[src/rtl/tpss_fifo.sv]
// ----------------------------------------------------------------------------
// tpss_fifo: small register queue
// Holds words between two parts that stall independently.
// ----------------------------------------------------------------------------
module tpss_fifo #(
  parameter int WIDTH      = 8,
  parameter int DEPTH_LOG2 = 2
) (
  input  logic             clk,
  input  logic             rst,
  input  logic             push,
  input  logic [WIDTH-1:0] wdata,
  output logic             full,
  input  logic             pop,
  output logic [WIDTH-1:0] rdata,
  output logic             empty
);

  localparam int DEPTH = 1 << DEPTH_LOG2;

  logic [WIDTH-1:0]      mem [DEPTH];
  logic [DEPTH_LOG2-1:0] wr_ptr;
  logic [DEPTH_LOG2-1:0] rd_ptr;
  logic [DEPTH_LOG2:0]   count;
  logic                  wr_en;
  logic                  rd_en;

  // A word moves only when there is room or something to take.
  assign wr_en = push && !full;
  assign rd_en = pop && !empty;
  assign full  = (count == (DEPTH_LOG2+1)'(DEPTH));
  assign empty = (count == '0);
  assign rdata = mem[rd_ptr];

  // Storage.
  always_ff @(posedge clk) begin
    if (wr_en) begin
      mem[wr_ptr] <= wdata;
    end
  end

  // Pointers and fill count.
  always_ff @(posedge clk) begin
    if (rst) begin
      wr_ptr <= '0;
      rd_ptr <= '0;
      count  <= '0;
    end else begin
      if (wr_en) begin
        wr_ptr <= wr_ptr + 1'b1;
      end
      if (rd_en) begin
        rd_ptr <= rd_ptr + 1'b1;
      end
      if (wr_en && !rd_en) begin
        count <= count + 1'b1;
      end else if (rd_en && !wr_en) begin
        count <= count - 1'b1;
      end
    end
  end

endmodule

[config.mk]
export PLATFORM = sky130hd
export DESIGN_NAME = tpss_fifo
export DESIGN_NICKNAME = d
export VERILOG_FILES = /design/src/rtl/tpss_fifo.sv
export SDC_FILE = /design/constraint.sdc
export NUM_CORES = 1
export LEC_CHECK = 0
export BUFFER_PORTS_ARGS = -buffer_cell sky130_fd_sc_hd__buf_4
export CAP_MARGIN = 10
export CORE_MARGIN = 2
export CORE_UTILIZATION = 40
export CTS_BUF_LIST = sky130_fd_sc_hd__clkbuf_8
export DETAILED_ROUTE_END_ITERATION = 7
export GPL_ROUTABILITY_DRIVEN = 0
export MAX_ROUTING_LAYER = met4
export PLACE_DENSITY = 0.65
export REMOVE_ABC_BUFFERS = 1
export SETUP_SLACK_MARGIN = 0.2
export SLEW_MARGIN = 20
export SYNTH_ARGS = -nofsm -noshare
export SYNTH_HDL_FRONTEND = slang
export SYNTH_SLANG_ARGS = --single-unit
[constraint.sdc]
create_clock -name clk -period 2.5 [get_ports clk]
set_clock_uncertainty 0.15 [all_clocks]
set_input_delay 0.25 -clock clk [delete_from_list [all_inputs] [get_ports clk]]
set_output_delay 0.25 -clock clk [all_outputs]
set_load 0.05 [all_outputs]
==> reports/metrics.cfg <==
[status]
status=finished, final reports clean

[cells_and_area]
syn2layout_area_growth_pct=22.5
nNetsFinal=137
drive_above_1_share=0.387
fin_area_sq_um=1980
antenna_cells=0

[synthesis]
synth_seq_area_share=0.704
synth_warnings=0
syn-instance-count=90
syn_avg_cell_area_sq_um=18.0
yosysUniqueCellTypes=21
synth.cell_area_sq_um=1620
ys_ff_latch=41

[setup_path]
worstPathRequired_ns=2.56
path_class=register to register
cp-start-kind=register
cp-end-kind=register
arrival_ns=2.22
slowest_stage=fa_1
critical_path.max_fanout=6
crit_chain=nor3b_2 -> nor2_4 -> ha_2 -> inv_1 -> fa_1 -> xor2_1 -> or3_1 -> a21oi_1
critPathMaxStageDelay_ns=0.38

[global_route]
grt_pass1_wl_microns=4080
grt_pass1_vias=828
antenna_found_initial=0
met1_usage=0.161
grt_use_met2=0.214
grt_max_degree=13
track_usage=0.136
busiest_layer=met2
met3_usage=0.0467
gr-total-overflow=0

[sta]
period_share=0.862
hold_viol=0
fmax_mhz=464
post-route-min-period_ns=2.16
relSlewSlack=0.633
finalMaxSlewViolations=0
rsz0062_at_grt=false
setup_viol=0
worst_pin_slew_ns=0.550
final.setup.tns_ns=0

[drt]
first_iter_violations=37
via_per_inst=5.05
num_vias=853
drcViolationCount=0
ant_nets=0
avgRoutedWirePerCell_microns=15.1
firstDrtPassIters=4
drt-total-wl_microns=2550

[floorplanning]
die_height_microns=67.6
io_pins=22
row_count=23
dieArea_sq_um=4580
core_sq_um=3940
die_w_microns=67.6
initial_utilization=0.411

[clock_network]
clk_path_buf_depth=2
clk_latency_ns=0.28
cts-root-buf=clkbuf_8
clkSlewWorstSetupHoldPaths_ns=0.07
cts_made_buffers=5
clock-sinks=41
htreeDepth=2
cts_tree=yes

[power_and_ir_drop]
power_leakage_uw=0.000721
ir_worst_vdd_v=0.000548
powerDensity_nw_per_um2=1090

[placed_design]
placed_cell_area_sq_um=1830
port_buffers=21
dp_hpwl_microns=1780

[min_path]
holdCritPathClass=primary input to register

[run]
max_cap_violations=0

state kept, by name, summed over array words and instances, names as in the netlist, named ones only:
register  count
rd_ptr        2
mem          32
count         3
wr_ptr        2
through the flow:
stage	setup slack (ns)	instances	hold WS, ns	util	total power (uW)
6_report	0.345	169	0.0152	0.503	2170
5_1_grt	0.215	169	0.00272	0.503	2290
4_1_cts	0.234	165	0.00554	0.491	2170
3_5_place_dp	0.175	158	0.306	0.464	1670
3_3_place_gp	0.310	158	0.299	0.464	1650
2_1_floorplan	0.0311	87	0.169	-	1460
timing repair:
action,in CTS,in global routing
hold endpoints to repair,0,4
gates resized for setup,2,4
hold buffers,0,1
setup endpoints to repair,1,1
pin swaps,0,1
buffers inserted,0,3
where the power goes:
part | total, uW | switching [uW] | leakage [uW] | internal [uW]
combinational | 743 | 442 | 0.000299 | 302
clock | 491 | 202 | 0.0000540 | 290
sequential | 938 | 103 | 0.000368 | 835
total | 2170 | 746 | 0.000721 | 1430
worst max-delay path: cells and delay by family, from the launching register on:
family	cells	cell delay, ns
simple gates	3	0.65
fa+ha+maj	2	0.57
flops	1	0.35
xor+xnor	1	0.16
compound gates	1	0.14
buf+inv	1	0.05
metal layers:
layer	up-vias	part of all wire	wire, microns
li1	398	-	-
met1	420	0.42	1080
met2	31	0.50	1280
met3	4	0.064	162
met4	0	0.012	30
met5	-	0	0
cell type report:
class                   count  area [sq um]
multi-input cells          42           468
clock buffers               5          68.8
inverters                   4          15.0
repair buffers             25           190
clock inverters             2          35.0
fillers                   323          1960
flip-flops and latches     41          1140
well taps                  50          62.6
cells in the mapped netlist:
cell / instances / share of area
clkbuf_1: 2 / 0.0046
or3_1: 2 / 0.0077
nor2_2: 1 / 0.0039
ha_1: 5 / 0.039
nor3b_2: 1 / 0.0077
nand2b_1: 2 / 0.0077
and2_1: 4 / 0.015
a21oi_1: 2 / 0.0062
o31ai_2: 1 / 0.0077
xor2_1: 4 / 0.022
o311ai_1: 1 / 0.0054
fa_1: 1 / 0.012
dfxtp_1: 9 / 0.11
edfxtp_1: 32 / 0.59
nor2_1: 5 / 0.012
buf_2: 1 / 0.0031
nor3_1: 1 / 0.0031
mux4_2: 8 / 0.11
inv_1: 4 / 0.0093
mux2i_1: 2 / 0.012
o21ai_0: 2 / 0.0062
cells by family after synthesis:
group | after synthesis | synth area share
xor gates and xnor gates | 4 | 0.0216
DFF | 41 | 0.704
adders and majority gates | 6 | 0.0510
and+or+nand+nor | 16 | 0.0571
muxes | 10 | 0.124
AOI/OAI and AO/OA | 6 | 0.0255
buffers and inverters | 7 | 0.0170
final timing paths:
path,start,end,slack [ns],depth (start not counted)
setup / recovery,count[2],count[2],0.34,8
hold / removal,wdata[2],mem[0][2],0.02,1
setup reg to reg,count[2],count[2],0.34,8
hold reg to reg,wr_ptr[1],wr_ptr[1],0.37,2
cells in the final DEF, fill, tap and decap left out, types with 3 or more instances in the layout:
| master | count |
|---|---|
| edfxtp_1 | 32 |
| xor2_1 | 4 |
| dfxtp_2 | 3 |
| inv_1 | 4 |
| and2_1 | 4 |
| ha_1 | 4 |
| dfxtp_1 | 6 |
| mux4_2 | 8 |
| clkbuf_8 | 5 |
| nor2_1 | 5 |
| buf_4 | 24 |
No activity file was read; power rests on OpenSTA's default activity.
